==> config.mk <==
export PLATFORM = sky130hd
export DESIGN_NAME = accel_pickup_gesture_detector_core
export DESIGN_NICKNAME = d
export VERILOG_FILES = /design/src/hdl/apgd_pkg.sv /design/src/hdl/apgd_angle_unit.sv /design/src/hdl/accel_pickup_gesture_detector_core.sv
export SDC_FILE = /design/constraint.sdc
export NUM_CORES = 2
export LEC_CHECK = 0
export ABC_AREA = 1
export BUFFER_PORTS_ARGS = -buffer_cell sky130_fd_sc_hd__buf_2
export CAP_MARGIN = 20
export CELL_PAD_IN_SITES_DETAIL_PLACEMENT = 0
export CELL_PAD_IN_SITES_GLOBAL_PLACEMENT = 1
export CORE_MARGIN = 1.5
export CORE_UTILIZATION = 40
export DETAILED_ROUTE_END_ITERATION = 10
export PLACE_DENSITY = 0.72
export SETUP_SLACK_MARGIN = 0.4
export SLEW_MARGIN = 10
export SYNTH_ARGS = -nofsm -noshare
export SYNTH_HDL_FRONTEND = slang
export SYNTH_SLANG_ARGS = --single-unit
==> constraint.sdc <==
create_clock -name clk -period 12.1 [get_ports clk]
set_input_delay 0.605 -clock clk [delete_from_list [all_inputs] [get_ports clk]]
set_output_delay 0.605 -clock clk [all_outputs]
set_load 0.01 [all_outputs]
==> src/hdl/apgd_pkg.sv <==
// ----------------------------------------------------------------------------
// apgd_pkg: shared types and constants
// Types, fixed constants and the CORDIC arctangent table for the pickup
// gesture detector.
// ----------------------------------------------------------------------------
`default_nettype none
package apgd_pkg;

  localparam int AXIS_W     = 16;
  localparam int PITCH_W    = 14;
  localparam int SQ_W       = 32;
  localparam int RAD_W      = 48;
  localparam int ROOT_W     = 24;
  localparam int REM_W      = 26;
  localparam int CX_W       = 36;
  localparam int ZACC_W     = 24;
  localparam int TAB_W      = 23;
  localparam int TAB_IDX_W  = 5;
  localparam int SQRT_ITERS = 24;
  localparam int CFG_ADDR_W = 3;
  localparam int CFG_DATA_W = 16;

  localparam logic signed [PITCH_W-1:0] ANGLE_MAX = 14'sd5760;

  localparam logic [CFG_ADDR_W-1:0] CFG_TIMEOUT      = 3'd0;
  localparam logic [CFG_ADDR_W-1:0] CFG_REST_DELTA   = 3'd1;
  localparam logic [CFG_ADDR_W-1:0] CFG_PITCH_BOTTOM = 3'd2;
  localparam logic [CFG_ADDR_W-1:0] CFG_PITCH_TOP    = 3'd3;
  localparam logic [CFG_ADDR_W-1:0] CFG_ROLL_LIMIT   = 3'd4;
  localparam logic [CFG_ADDR_W-1:0] CFG_AXIS_LOW     = 3'd5;
  localparam logic [CFG_ADDR_W-1:0] CFG_AXIS_HIGH    = 3'd6;

  localparam logic [15:0]        RST_TIMEOUT      = 16'd750;
  localparam logic [14:0]        RST_REST_DELTA   = 15'd179;
  localparam logic [12:0]        RST_PITCH_BOTTOM = 13'd1280;
  localparam logic [12:0]        RST_PITCH_TOP    = 13'd5568;
  localparam logic [12:0]        RST_ROLL_LIMIT   = 13'd640;
  localparam logic signed [15:0] RST_AXIS_LOW     = 16'sd1024;
  localparam logic signed [15:0] RST_AXIS_HIGH    = 16'sd2560;

  typedef enum logic [1:0] {
    ST_IDLE,
    ST_CALC,
    ST_COMMIT
  } top_state_t;

  typedef enum logic [2:0] {
    AU_IDLE,
    AU_SQA,
    AU_SQB,
    AU_SQRT,
    AU_CORD,
    AU_DONE
  } au_state_t;

  typedef struct packed {
    logic                     start;
    logic signed [AXIS_W-1:0] num;
    logic signed [AXIS_W-1:0] a;
    logic signed [AXIS_W-1:0] b;
  } angle_req_t;

  typedef struct packed {
    logic                      busy;
    logic                      done;
    logic signed [PITCH_W-1:0] angle;
  } angle_rsp_t;

  // atan(2^-i) in degrees, scaled by 65536
  function automatic logic [TAB_W-1:0] atan_entry(input logic [TAB_IDX_W-1:0] idx);
    logic [TAB_W-1:0] v;
    unique case (idx)
      5'd0:  v = 23'd2949120;
      5'd1:  v = 23'd1740967;
      5'd2:  v = 23'd919879;
      5'd3:  v = 23'd466945;
      5'd4:  v = 23'd234379;
      5'd5:  v = 23'd117304;
      5'd6:  v = 23'd58666;
      5'd7:  v = 23'd29335;
      5'd8:  v = 23'd14668;
      5'd9:  v = 23'd7334;
      5'd10: v = 23'd3667;
      5'd11: v = 23'd1833;
      5'd12: v = 23'd917;
      5'd13: v = 23'd458;
      5'd14: v = 23'd229;
      5'd15: v = 23'd115;
      5'd16: v = 23'd57;
      5'd17: v = 23'd29;
      5'd18: v = 23'd14;
      5'd19: v = 23'd7;
      default: v = '0;
    endcase
    return v;
  endfunction

endpackage
`default_nettype wire

==> src/hdl/apgd_angle_unit.sv <==
// ----------------------------------------------------------------------------
// apgd_angle_unit: iterative arctangent unit
// atan(num / sqrt(a^2 + b^2)) in 1/64 degree: one shared multiplier for the
// squares, a two-bit-per-cycle square root, then a vectoring CORDIC.
// ----------------------------------------------------------------------------
`default_nettype none
module apgd_angle_unit #(
  parameter int CORDIC_STEPS = 14
) (
  input  wire logic                  clk,
  input  wire logic                  rst_n,
  input  wire apgd_pkg::angle_req_t  req,
  output apgd_pkg::angle_rsp_t       rsp
);

  localparam int CNT_W = $clog2(apgd_pkg::SQRT_ITERS);

  apgd_pkg::au_state_t state_r, state_nxt;
  logic [CNT_W-1:0] cnt_r, cnt_nxt;
  logic signed [apgd_pkg::AXIS_W-1:0] num_r, a_r, b_r;
  logic [apgd_pkg::SQ_W-1:0] sq_r, sq_nxt;
  logic [apgd_pkg::RAD_W-1:0] rad_r, rad_nxt;
  logic [apgd_pkg::REM_W-1:0] rem_r, rem_nxt;
  logic [apgd_pkg::ROOT_W-1:0] root_r, root_nxt;
  logic signed [apgd_pkg::CX_W-1:0] x_r, x_nxt, y_r, y_nxt;
  logic signed [apgd_pkg::ZACC_W-1:0] z_r, z_nxt;
  logic signed [apgd_pkg::PITCH_W-1:0] angle_r, angle_nxt;

  logic signed [apgd_pkg::AXIS_W-1:0] mop;
  logic signed [apgd_pkg::SQ_W-1:0] prod;
  logic [apgd_pkg::SQ_W-1:0] sq_sum;
  logic [apgd_pkg::REM_W-1:0] rem_sh, trial;
  logic rt_ge;
  logic signed [apgd_pkg::CX_W-1:0] dx, dy;
  logic signed [apgd_pkg::ZACC_W-1:0] tab_v, z_rnd;
  logic sq_last, cord_last;

  assign mop    = (state_r == apgd_pkg::AU_SQA) ? a_r : b_r;
  assign prod   = mop * mop;
  assign sq_sum = sq_r + unsigned'(prod);
  assign rem_sh = {rem_r[apgd_pkg::REM_W-3:0], rad_r[apgd_pkg::RAD_W-1 -: 2]};
  assign trial  = {root_r, 2'b01};
  assign rt_ge  = rem_sh >= trial;
  assign dx     = y_r >>> cnt_r;
  assign dy     = x_r >>> cnt_r;
  assign tab_v  = apgd_pkg::ZACC_W'(signed'({1'b0,
                    apgd_pkg::atan_entry(apgd_pkg::TAB_IDX_W'(cnt_r))}));
  assign sq_last   = cnt_r == CNT_W'(apgd_pkg::SQRT_ITERS - 1);
  assign cord_last = cnt_r == CNT_W'(CORDIC_STEPS - 1);
  assign z_rnd     = (z_nxt + apgd_pkg::ZACC_W'(512)) >>> 10;

  // next state
  always_comb begin
    state_nxt = state_r;
    unique case (state_r)
      apgd_pkg::AU_IDLE: if (req.start) state_nxt = apgd_pkg::AU_SQA;
      apgd_pkg::AU_SQA:  state_nxt = apgd_pkg::AU_SQB;
      apgd_pkg::AU_SQB: begin
        if (sq_sum == '0 && num_r == '0) state_nxt = apgd_pkg::AU_DONE;
        else state_nxt = apgd_pkg::AU_SQRT;
      end
      apgd_pkg::AU_SQRT: if (sq_last) state_nxt = apgd_pkg::AU_CORD;
      apgd_pkg::AU_CORD: if (cord_last) state_nxt = apgd_pkg::AU_DONE;
      apgd_pkg::AU_DONE: state_nxt = apgd_pkg::AU_IDLE;
      default:           state_nxt = apgd_pkg::AU_IDLE;
    endcase
  end

  // outputs
  always_comb begin
    rsp.busy  = state_r != apgd_pkg::AU_IDLE;
    rsp.done  = state_r == apgd_pkg::AU_DONE;
    rsp.angle = angle_r;
  end

  // datapath
  always_comb begin
    cnt_nxt   = cnt_r;
    sq_nxt    = sq_r;
    rad_nxt   = rad_r;
    rem_nxt   = rem_r;
    root_nxt  = root_r;
    x_nxt     = x_r;
    y_nxt     = y_r;
    z_nxt     = z_r;
    angle_nxt = angle_r;
    unique case (state_r)
      apgd_pkg::AU_SQA: sq_nxt = unsigned'(prod);
      apgd_pkg::AU_SQB: begin
        sq_nxt    = sq_sum;
        rad_nxt   = {sq_sum, 16'h0000};
        rem_nxt   = '0;
        root_nxt  = '0;
        cnt_nxt   = '0;
        angle_nxt = '0;
      end
      apgd_pkg::AU_SQRT: begin
        rem_nxt  = rt_ge ? (rem_sh - trial) : rem_sh;
        root_nxt = {root_r[apgd_pkg::ROOT_W-2:0], rt_ge};
        rad_nxt  = rad_r << 2;
        cnt_nxt  = cnt_r + 1'b1;
        if (sq_last) begin
          cnt_nxt = '0;
          x_nxt   = signed'({4'b0000, root_nxt, 8'h00});
          y_nxt   = signed'({{4{num_r[apgd_pkg::AXIS_W-1]}}, num_r, 16'h0000});
          z_nxt   = '0;
        end
      end
      apgd_pkg::AU_CORD: begin
        if (!y_r[apgd_pkg::CX_W-1]) begin
          x_nxt = x_r + dx;
          y_nxt = y_r - dy;
          z_nxt = z_r + tab_v;
        end else begin
          x_nxt = x_r - dx;
          y_nxt = y_r + dy;
          z_nxt = z_r - tab_v;
        end
        cnt_nxt = cnt_r + 1'b1;
        if (cord_last) begin
          if (z_rnd > apgd_pkg::ZACC_W'(apgd_pkg::ANGLE_MAX)) begin
            angle_nxt = apgd_pkg::ANGLE_MAX;
          end else if (z_rnd < -apgd_pkg::ZACC_W'(apgd_pkg::ANGLE_MAX)) begin
            angle_nxt = -apgd_pkg::ANGLE_MAX;
          end else begin
            angle_nxt = z_rnd[apgd_pkg::PITCH_W-1:0];
          end
        end
      end
      default: ;
    endcase
  end

  always_ff @(posedge clk) begin
    if (!rst_n) begin
      state_r <= apgd_pkg::AU_IDLE;
    end else begin
      state_r <= state_nxt;
    end
  end

  always_ff @(posedge clk) begin
    if (state_r == apgd_pkg::AU_IDLE && req.start) begin
      num_r <= req.num;
      a_r   <= req.a;
      b_r   <= req.b;
    end
    cnt_r   <= cnt_nxt;
    sq_r    <= sq_nxt;
    rad_r   <= rad_nxt;
    rem_r   <= rem_nxt;
    root_r  <= root_nxt;
    x_r     <= x_nxt;
    y_r     <= y_nxt;
    z_r     <= z_nxt;
    angle_r <= angle_nxt;
  end

endmodule
`default_nettype wire

==> src/hdl/accel_pickup_gesture_detector_core.sv <==
// A sample, and a tick that expires the countdown, passes through the shared angle
// unit (the squares, the square root, then the CORDIC steps) before its result is
// committed; other ticks go straight to commit. The next transaction is taken only after
// the commit, which waits while an earlier result is still unaccepted on out_tready.
// Reset (rst_n, synchronous) restores the configuration registers and detector
// state to their defaults.
// ----------------------------------------------------------------------------
// accel_pickup_gesture_detector_core: pickup gesture detector
// Pitch, rest and z-sign tracking, arming countdown and expiry evaluation.
// ----------------------------------------------------------------------------
`default_nettype none
module accel_pickup_gesture_detector_core #(
  parameter int HIST_DEPTH   = 6,
  parameter int CORDIC_STEPS = 14
) (
  input  wire logic        clk,
  input  wire logic        rst_n,
  input  wire logic        in_tvalid,
  output logic             in_tready,
  input  wire logic [47:0] in_tdata,  // accel_x[15:0], accel_y[31:16], accel_z[47:32]
  input  wire logic        in_tuser,  // kind
  output logic             out_tvalid,
  input  wire logic        out_tready,
  output logic [23:0]      out_tdata, // pickup, timer_expired, pitch_now[15:2],
                                      // armed, resting, zero fill
  input  wire logic        cfg_we,
  input  wire logic [2:0]  cfg_addr,
  input  wire logic [15:0] cfg_wdata
);

  localparam int HC_W = $clog2(HIST_DEPTH + 1);
  localparam logic [HC_W-1:0] HC_MAX = HC_W'(HIST_DEPTH - 1);

  apgd_pkg::top_state_t state_r, state_nxt;

  logic [15:0]        timeout_r;
  logic [14:0]        rest_delta_r;
  logic [12:0]        pitch_bottom_r, pitch_top_r, roll_limit_r;
  logic signed [15:0] axis_low_r, axis_high_r;

  logic               kind_r;
  logic signed [15:0] x_r, y_r, z_r;

  logic signed [15:0] px_r, py_r, pz_r, px_nxt, py_nxt, pz_nxt;
  logic signed [13:0] pitch_r, pitch_nxt, pref_r, pref_nxt;
  logic detect_r, detect_nxt, sok_r, sok_nxt, rest_r, rest_nxt;
  logic run_r, run_nxt;
  logic [HIST_DEPTH-1:0] hist_r, hist_nxt;
  logic [HC_W-1:0] zc_r, zc_nxt, nac_r, nac_nxt;
  logic [15:0] cd_r, cd_nxt;

  logic        out_valid_r;
  logic [17:0] out_data_r;
  logic        pickup_c, expired_c;

  apgd_pkg::angle_req_t areq;
  apgd_pkg::angle_rsp_t arsp;

  logic accept, need_angle, commit, slot_free;

  assign accept     = in_tvalid && in_tready;
  assign need_angle = !in_tuser || (run_r && cd_r == 16'd1);
  assign slot_free  = !out_valid_r || out_tready;
  assign commit     = state_r == apgd_pkg::ST_COMMIT && slot_free;

  always_comb begin
    areq.start = accept && need_angle;
    if (!in_tuser) begin
      areq.num = signed'(in_tdata[31:16]);
      areq.a   = signed'(in_tdata[15:0]);
      areq.b   = signed'(in_tdata[47:32]);
    end else begin
      areq.num = px_r;
      areq.a   = py_r;
      areq.b   = pz_r;
    end
  end

  apgd_angle_unit #(
    .CORDIC_STEPS(CORDIC_STEPS)
  ) u_angle (
    .clk  (clk),
    .rst_n(rst_n),
    .req  (areq),
    .rsp  (arsp)
  );

  // next state
  always_comb begin
    state_nxt = state_r;
    unique case (state_r)
      apgd_pkg::ST_IDLE: begin
        if (accept) state_nxt = need_angle ? apgd_pkg::ST_CALC : apgd_pkg::ST_COMMIT;
      end
      apgd_pkg::ST_CALC:   if (arsp.done) state_nxt = apgd_pkg::ST_COMMIT;
      apgd_pkg::ST_COMMIT: if (slot_free) state_nxt = apgd_pkg::ST_IDLE;
      default:             state_nxt = apgd_pkg::ST_IDLE;
    endcase
  end

  // outputs
  always_comb begin
    in_tready  = state_r == apgd_pkg::ST_IDLE;
    out_tvalid = out_valid_r;
    out_tdata  = {6'b0, out_data_r};
  end

  // detector update
  logic [16:0] adx, ady, adz, rd17;
  logic signed [16:0] ddx, ddy, ddz;
  logic [HC_W-1:0] zc_c, nac_c;
  logic signed [14:0] prise;
  logic arm_ok, rest_s, d_s;
  logic [HIST_DEPTH-1:0] mask;
  logic [12:0] roll_abs;
  logic eval_ok;
  logic [15:0] cd_dec;

  always_comb begin
    ddx  = {px_r[15], px_r} - {x_r[15], x_r};
    ddy  = {py_r[15], py_r} - {y_r[15], y_r};
    ddz  = {pz_r[15], pz_r} - {z_r[15], z_r};
    adx  = ddx[16] ? unsigned'(-ddx) : unsigned'(ddx);
    ady  = ddy[16] ? unsigned'(-ddy) : unsigned'(ddy);
    adz  = ddz[16] ? unsigned'(-ddz) : unsigned'(ddz);
    rd17 = {2'b00, rest_delta_r};
    zc_c  = (zc_r > HC_MAX) ? HC_MAX : zc_r;
    nac_c = (nac_r > HC_MAX) ? HC_MAX : nac_r;
    prise = {arsp.angle[13], arsp.angle} - {pref_r[13], pref_r};
    for (int k = 0; k < HIST_DEPTH; k++) begin
      mask[k] = (HC_W + 1)'(k + 1) < {1'b0, zc_r};
    end
    roll_abs = arsp.angle[13] ? 13'(-arsp.angle) : arsp.angle[12:0];
    eval_ok = ((hist_r & mask) == '0) && (nac_r < HC_W'(2)) && detect_r && sok_r
              && (roll_abs < roll_limit_r)
              && (pitch_r < signed'({1'b0, pitch_top_r}))
              && (pitch_r > signed'({1'b0, pitch_bottom_r}))
              && (py_r > axis_low_r) && (py_r < axis_high_r)
              && (pz_r > axis_low_r) && (pz_r < axis_high_r);
    cd_dec = cd_r - 16'd1;

    px_nxt = px_r; py_nxt = py_r; pz_nxt = pz_r;
    pitch_nxt = pitch_r; pref_nxt = pref_r;
    detect_nxt = detect_r; sok_nxt = sok_r; rest_nxt = rest_r;
    run_nxt = run_r; hist_nxt = hist_r; zc_nxt = zc_r; nac_nxt = nac_r;
    cd_nxt = cd_r;
    pickup_c = 1'b0; expired_c = 1'b0;
    rest_s = 1'b0; d_s = 1'b0; arm_ok = 1'b0;

    if (!kind_r) begin
      pitch_nxt = arsp.angle;
      rest_s = (adx < rd17) && (ady < rd17) && (adz < rd17);
      d_s = detect_r;
      zc_nxt = zc_c;
      nac_nxt = nac_c;
      if (!detect_r) begin
        hist_nxt = {hist_r[HIST_DEPTH-2:0], z_r[15]};
        zc_nxt = zc_c + 1'b1;
      end
      if (detect_r && z_r[15]) begin
        sok_nxt = 1'b0;
        d_s = 1'b0;
        nac_nxt = nac_c + 1'b1;
        rest_s = 1'b1;
      end
      arm_ok = !rest_s && !d_s && (prise > signed'({2'b00, pitch_bottom_r}));
      if (arm_ok) begin
        d_s = 1'b1;
        if (!run_r) begin
          cd_nxt = (timeout_r == '0) ? 16'd1 : timeout_r;
          run_nxt = 1'b1;
        end
        pref_nxt = arsp.angle;
        sok_nxt = 1'b1;
      end
      px_nxt = x_r; py_nxt = y_r; pz_nxt = z_r;
      if (rest_s && !d_s) pref_nxt = arsp.angle;
      rest_nxt = rest_s;
      detect_nxt = d_s;
    end else if (run_r) begin
      cd_nxt = cd_dec;
      if (cd_dec == '0) begin
        run_nxt = 1'b0;
        expired_c = 1'b1;
        pickup_c = eval_ok;
        sok_nxt = 1'b0;
        detect_nxt = 1'b0;
        nac_nxt = '0;
      end
    end
  end

  always_ff @(posedge clk) begin
    if (!rst_n) begin
      state_r        <= apgd_pkg::ST_IDLE;
      timeout_r      <= apgd_pkg::RST_TIMEOUT;
      rest_delta_r   <= apgd_pkg::RST_REST_DELTA;
      pitch_bottom_r <= apgd_pkg::RST_PITCH_BOTTOM;
      pitch_top_r    <= apgd_pkg::RST_PITCH_TOP;
      roll_limit_r   <= apgd_pkg::RST_ROLL_LIMIT;
      axis_low_r     <= apgd_pkg::RST_AXIS_LOW;
      axis_high_r    <= apgd_pkg::RST_AXIS_HIGH;
      px_r <= '0; py_r <= '0; pz_r <= '0;
      pitch_r <= '0; pref_r <= '0;
      detect_r <= 1'b0; sok_r <= 1'b1; rest_r <= 1'b1; run_r <= 1'b0;
      hist_r <= '0; zc_r <= '0; nac_r <= '0; cd_r <= '0;
      out_valid_r <= 1'b0;
    end else begin
      state_r <= state_nxt;
      if (cfg_we) begin
        unique case (cfg_addr)
          apgd_pkg::CFG_TIMEOUT:      timeout_r      <= cfg_wdata;
          apgd_pkg::CFG_REST_DELTA:   rest_delta_r   <= cfg_wdata[14:0];
          apgd_pkg::CFG_PITCH_BOTTOM: pitch_bottom_r <= cfg_wdata[12:0];
          apgd_pkg::CFG_PITCH_TOP:    pitch_top_r    <= cfg_wdata[12:0];
          apgd_pkg::CFG_ROLL_LIMIT:   roll_limit_r   <= cfg_wdata[12:0];
          apgd_pkg::CFG_AXIS_LOW:     axis_low_r     <= signed'(cfg_wdata);
          apgd_pkg::CFG_AXIS_HIGH:    axis_high_r    <= signed'(cfg_wdata);
          default: ;
        endcase
      end
      if (commit) begin
        px_r <= px_nxt; py_r <= py_nxt; pz_r <= pz_nxt;
        pitch_r <= pitch_nxt; pref_r <= pref_nxt;
        detect_r <= detect_nxt; sok_r <= sok_nxt; rest_r <= rest_nxt;
        run_r <= run_nxt; hist_r <= hist_nxt; zc_r <= zc_nxt; nac_r <= nac_nxt;
        cd_r <= cd_nxt;
        out_valid_r <= 1'b1;
      end else if (out_tready) begin
        out_valid_r <= 1'b0;
      end
    end
  end

  always_ff @(posedge clk) begin
    if (accept) begin
      kind_r <= in_tuser;
      x_r    <= signed'(in_tdata[15:0]);
      y_r    <= signed'(in_tdata[31:16]);
      z_r    <= signed'(in_tdata[47:32]);
    end
    if (commit) begin
      out_data_r <= {rest_nxt, detect_nxt, pitch_nxt, expired_c, pickup_c};
    end
  end

`ifndef SYNTHESIS
  a_cd_nonzero: assert property (@(posedge clk) disable iff (!rst_n)
    run_r |-> cd_r != '0)
    else $error("countdown running at zero");
  a_nac_bound: assert property (@(posedge clk) disable iff (!rst_n)
    nac_r <= HC_W'(HIST_DEPTH))
    else $error("abort count out of range");
  a_expire_disarms: assert property (@(posedge clk) disable iff (!rst_n)
    out_valid_r && out_data_r[1] |-> !out_data_r[16])
    else $error("armed after expiry");
  a_idle_unit: assert property (@(posedge clk) disable iff (!rst_n)
    state_r == apgd_pkg::ST_IDLE |-> !arsp.busy)
    else $error("angle unit busy while idle");
`endif

endmodule
`default_nettype wire

==> After elaboration in Yosys (flattened, before gate mapping) <==
Memories as Yosys holds them, arrays and structs flattened. A register that Yosys moved wholly into a read port is not among the register bits.
Index checks and enable logic that the tools add are counted.
{ "word_totals": {"elab_cells": 258, "n_memories": 1, "in_bits": 73, "rom_bits": 704, "ff_bits": 574} }
{ "op_classes": {"n_mux": 74, "n_lt_le_gt_ge": 23, "n_bitwise": 3, "n_reduce_logical": 66, "shifts": 2, "eq_ne": 25, "n_addsub": 21, "n_mul": 1} }
{ "mem_list": {"columns": ["name", "words", "word_bits", "read_ports", "rd_clocked_by_memory_dff", "write_ports", "line_no", "text"], "rows": [
  ["(no name shown)", 32, 22, 1, 1, 0, "apgd_pkg.sv:72", "unique case (idx)"]
]} }
{ "ops": {"columns": ["operator", "count"], "rows": [
  ["36-bit two-way mux", 4],
  ["24-bit case mux with 2 select lines", 3],
  ["36-bit case mux with 2 select lines", 2],
  ["16-bit two-way mux", 6],
  ["48-bit case mux with 2 select lines", 1],
  ["14-bit two-way mux", 6],
  ["36-bit adder", 2],
  ["24-bit two-way mux", 3],
  ["36-bit by 5-bit >>> shifter with 36-bit output", 2],
  ["36-bit subtractor", 2],
  ["32-bit case mux with 2 select lines", 1],
  ["17-bit by 15-bit less-than comparator with 1-bit output", 3],
  ["17-bit two-way mux", 3],
  ["17-bit negator", 3],
  ["16-bit by 16-bit subtractor with 17-bit output", 3],
  ["16-bit zero test", 3],
  ["48-bit two-way mux", 1],
  ["24-bit subtractor", 2],
  ["3-bit two-way mux", 11],
  ["32-bit adder", 1],
  ["16-bit > comparator", 2],
  ["32-bit zero test", 1],
  ["16-bit less-than comparator", 2],
  ["16-bit by 16-bit multiplier with 32-bit output", 1],
  ["other kinds (50)", 147]
]} }

==> Logic depth before layout (Yosys ltp) <==
{ "depth": {"ltp_word": 17, "mapped_depth": 51, "ltp_nobuf": 50} }

==> Cells and area by module <==
From an unflattened synthesis, not the netlist that was laid out.
{ "hier_totals": {"hier_cells": 7627, "area_unflattened_um2": 55218.0} }
{ "modules_own_cells": {"columns": ["mod", "area_per_inst_um2", "cells_each", "n_inst"], "rows": [
  ["apgd_angle_unit", 35146.2, 4744, 1],
  ["accel_pickup_gesture_detector_core", 20071.8, 2883, 1]
]} }

==> Least setup slack after synthesis <==
Ideal clock, no wire load.
{ "synth_path": {"kind": "reg-to-reg", "startpoint": "register u_angle.state_r[0]", "endpoint": "register u_angle.state_r[1]", "setup_slack_ns": 3.643, "t_arrival_ns": 8.325, "period_less_slack_ns": 8.457, "stages_incl_launch_ff": 40, "cell_sequence": "dfxtp_1 -> inv_2 -> nor2_1 -> nand2_1 -> clkbuf_1 -> o21ai_1 -> clkinv_1 -> nor2_1 -> fa_1 -> fa_1 -> inv_1 -> fa_1 -> fa_1 -> fa_1 -> fa_1 -> inv_1 -> ha_1 -> a21oi_1 -> [4 not listed] -> nand2_1 -> inv_1 -> ha_1 -> a21oi_1 -> o21bai_1 -> a21oi_1 -> o21ai_0 -> a21oi_1 -> nand2_1 -> xor2_1 -> inv_1 -> nand2_1 -> nand2_1 -> nand4_1 -> nor2_1 -> nand4_1 -> nand2_1 -> a21oi_1"} }
{ "synth_between": {"elab_chain_cells": 8, "elab_cells_between_ends": 16, "classes_between": "add/sub (1); mul (1); eq/ne (7); mux (3); reduce/logical (4)"} }
{ "synth_rtl": {"columns": ["element", "line_no", "text"], "rows": [
  ["from (decl)", "apgd_angle_unit.sv:18", "apgd_pkg::au_state_t state_r, state_nxt;"],
  ["from (signal assigned)", "apgd_angle_unit.sv:136", "state_r <= apgd_pkg::AU_IDLE;"],
  ["from (signal assigned)", "apgd_angle_unit.sv:138", "state_r <= state_nxt;"],
  ["3-bit by 1-bit == test with 1-bit output", "apgd_angle_unit.sv:38, apgd_angle_unit.sv:55", null],
  ["16-bit two-way mux", "apgd_angle_unit.sv:38", "assign mop = (state_r == apgd_pkg::AU_SQA) ? a_r : b_r;"],
  ["16-bit by 16-bit multiplier with 32-bit output", "apgd_angle_unit.sv:39", "assign prod = mop * mop;"],
  ["32-bit adder", "apgd_angle_unit.sv:40", "assign sq_sum = sq_r + unsigned'(prod);"],
  ["32-bit zero test", "apgd_angle_unit.sv:59", "if (sq_sum == '0 && num_r == '0) state_nxt = apgd_pkg::AU_DONE;"],
  ["1-bit logical AND", "apgd_angle_unit.sv:59", null],
  ["3-bit two-way mux", "apgd_angle_unit.sv:59", null],
  ["3-bit case mux with 5 select lines", "apgd_angle_unit.sv:55", "unique case (state_r)"]
]} }
Several ways; a longest one is shown, not always the timed one.
A chain may end at the register's enable or synchronous reset.

==> Worst setup path after layout <==
{ "layout_path": {"startpoint": "register u_angle.state_r[2]", "endpoint": "register u_angle.state_r[2]"} }
The elaborated chain is that of the path after synthesis.

==> out/metrics.cfg <==
[global_route]
grt_max_degree = 95
via_count_of_the_first_global_routing_pass = 46235
global_route.usage.total_pct = 24.80
grt_first_pass_wirelength_um = 265700
global_route_overflow = 0
grt_antenna_before_repair = 2

[floorplan]
die_y_um = 371.3
row_count = 134
fp.dieW_um = 371.3
core-area_mm2 = 0.1340
die_area_mm2 = 0.1378
initial_core_util_pct = 40.50
boundaryPins = 99

[yosys]
synth_area_per_cell_um2 = 7.392
synth_async_sr_flop_share_pct = 0
synth-edff-count = 327
synth_seq_area_share_pct = 27.44
synthesis.instances = 7339
synth-warning-count = 0
synthFlopType = edfxtp_1
synth.lib_cells_used.distinct = 79
post_synth_instance_area_mm2 = 0.05425
ffs_latches_synth = 580

[place]
place.gp.congestion = 0.9306
portbufs = 92
detailed_place_hpwl_um = 136600

[timing]
setup-tns-final_ns = 0
slew_violations = 0
fmax_ghz = 0.09785
finalHoldViolations = 0
finalWorstPathRequiredPeriod_ns = 10.22
relSlewSlack_pct = 27.04
post-route-period-util_pct = 84.46
finalSetupViolCount = 0
unrepaired_setup_endpoints_after_global_routing = no
max_slew.worst_pin.slew_ns = 1.092
holdWs_ns = 0.1074
final.setup_skew_ns = 0.04315

[critical_path]
critical_path.endpoint_type = register
cp.arrival_ns = 10.83
data_required_critical_path_ns = 12.71
worstPathMaxFanout = 21
crit_slowest_cell = fa_1
crit_type = reg2reg
critPathLaunchType = register
path_common_cell = nand2_1
timing.critical_path.slowest_cell_delay_ns = 0.77

[route]
first_pass_iters = 7
count_of_routing_violations_after_the_opening_detailed_route_iteration = 3597
post_drt_wl_per_cell_um = 18.75
dr_total_vias = 47910
detail_route.wirelength_um = 171800
drc_errors = 0
final_antenna_net_count = 0
number_of_vias_per_cell_after_detailed_routing = 5.227

[hold_path]
worstHoldPathType = in2reg

[cells_and_area]
fin_nets = 8122
synthToLayoutAreaGrowth_pct = 8.859
filler_cell_count = 13809
drive_above_1_share_pct = 5.219

[clock_tree]
cts.path.max_buffers = 3
cts_tree = yes
cts.repair.resized = 0
clock_sink_count = 580
clock_insertion_delay_worst_skew_ns = 0.70
post-cts-setup-buffers = 0
cts_root_buf = clkbuf_16
cts.reportedPaths.clkPinSlew_ns = 0.06
cts.htree.levels = 3
cts_inserted_buffers = 75
cts_hold_repair.buffers = 0

[job]
timing.max_cap.violations = 0

[run_status]
status = finished clean

## layout by cell type, fill, tap and decap left out, types with 15 or more instances in the layout
master,netlist,layout
a21o_1,25,25
nand2_1,1514,1513
o21ai_1,115,120
fa_1,247,247
nand3_1,275,275
a31oi_1,46,46
nor2_1,623,621
nor4_1,30,30
clkbuf_16,0,81
buf_2,37,91
inv_2,17,21
or2_1,15,15
xnor2_1,93,93
clkbuf_1,147,17
edfxtp_1,327,327
buf_4,11,51
mux2i_1,53,53
or2_2,27,27
inv_1,1133,1130
o21ai_0,634,628
nand3b_1,21,21
ha_1,467,467
nand4_1,107,107
nor3_1,58,57
a21oi_1,579,579
xor2_1,194,194
o21ai_2,14,15
dfxtp_1,253,253
o211ai_1,36,36
o21a_1,21,21
## routing by layer
layer,track usage (%),routed length (µm),up-vias,part of all wire (%)
li1,-,-,24162,-
met1,35.12,81900,22457,48
met2,39.25,76330,1079,44
met3,3.459,8727,212,5.1
met4,6.947,4838,0,2.8
met5,0,0,-,0
## path summary, 6_finish.rpt
path / startpoint / endpoint / slack (ns) / depth (start not counted)
setup / recovery: u_angle.state_r[2] / u_angle.state_r[2] / 1.88 / 40
hold / removal: in_tdata[8] / x_r[8] / 0.11 / 1
setup reg to reg: u_angle.state_r[2] / u_angle.state_r[2] / 1.88 / 40
hold reg to reg: pitch_top_r[1] / pitch_top_r[1] / 0.46 / 2
## cell families after synthesis
family | share of synthesized area (%)
buf+inv | 9.996
other cells | 0.006913
flops | 27.44
mux | 0.9987
compound gates | 15.89
simple gates | 21.07
fa+ha+maj | 19.89
xor+xnor | 4.723
## Yosys cell counts, drive strengths merged (53+ instances only)
library cell / n / area share, %
edfxtp: 327 / 18
a21oi: 582 / 5.4
xor2: 195 / 3.2
nor3: 62 / 0.61
dfxtp: 253 / 9.3
mux2i: 53 / 0.98
nand2: 1526 / 11
clkbuf: 147 / 1.0
nor2: 640 / 4.6
inv: 1152 / 8.0
buf: 83 / 0.93
xnor2: 95 / 1.6
nand4: 109 / 1.3
nand3: 279 / 2.6
ha: 467 / 11
o21ai: 763 / 7.1
fa: 247 / 9.1
## layout make-up
| class | instances | area, µm² | area share [%] |
|---|---|---|---|
| antenna | 1 | 2.502 | 0.004237 |
| clock buffer | 106 | 2201 | 3.727 |
| clock inverter | 32 | 504.2 | 0.8538 |
| inverter | 1162 | 4367 | 7.394 |
| multi-input combinational | 5372 | 34000 | 57.57 |
| sequential | 580 | 14880 | 25.20 |
| tap | 1768 | 2212 | 3.746 |
| timing repair buffer | 144 | 885.9 | 1.500 |
## critical path, delay by kind of cell, from the launching register on
family / cells / cell delay (ns)
simple gates: 17 / 3.06
fa+ha+maj: 8 / 4.18
buf+inv: 8 / 1.22
compound gates: 7 / 1.17
flops: 1 / 0.49
## per-stage QoR
stage          cell area (µm²)  std cells  setup slack (ns)  utilization (%)
3_3_place_gp             56300       9024             1.997            42.03
3_5_place_dp             56330       9025             1.978            42.05
2_1_floorplan            54270       7344             3.643                -
5_1_grt                  59050       9164             1.107            44.08
6_report                 59060       9165             1.881            44.08
4_1_cts                  59030       9163             1.934            44.07
## state kept, by name, summed over array words and instances (netlist names), 18 cells and up
| register | count |
|---|---|
| u_angle.rem_r | 24 |
| u_angle.rad_r | 32 |
| out_data_r | 18 |
| u_angle.root_r | 24 |
| u_angle.tab_v | 22 |
| u_angle.z_r | 24 |
| u_angle.y_r | 36 |
| u_angle.x_r | 36 |
| u_angle.sq_r | 32 |
Power is left out: the tool's default activity adds up to more than one toggle a clock period on the data nets, which glitch-free logic cannot reach.
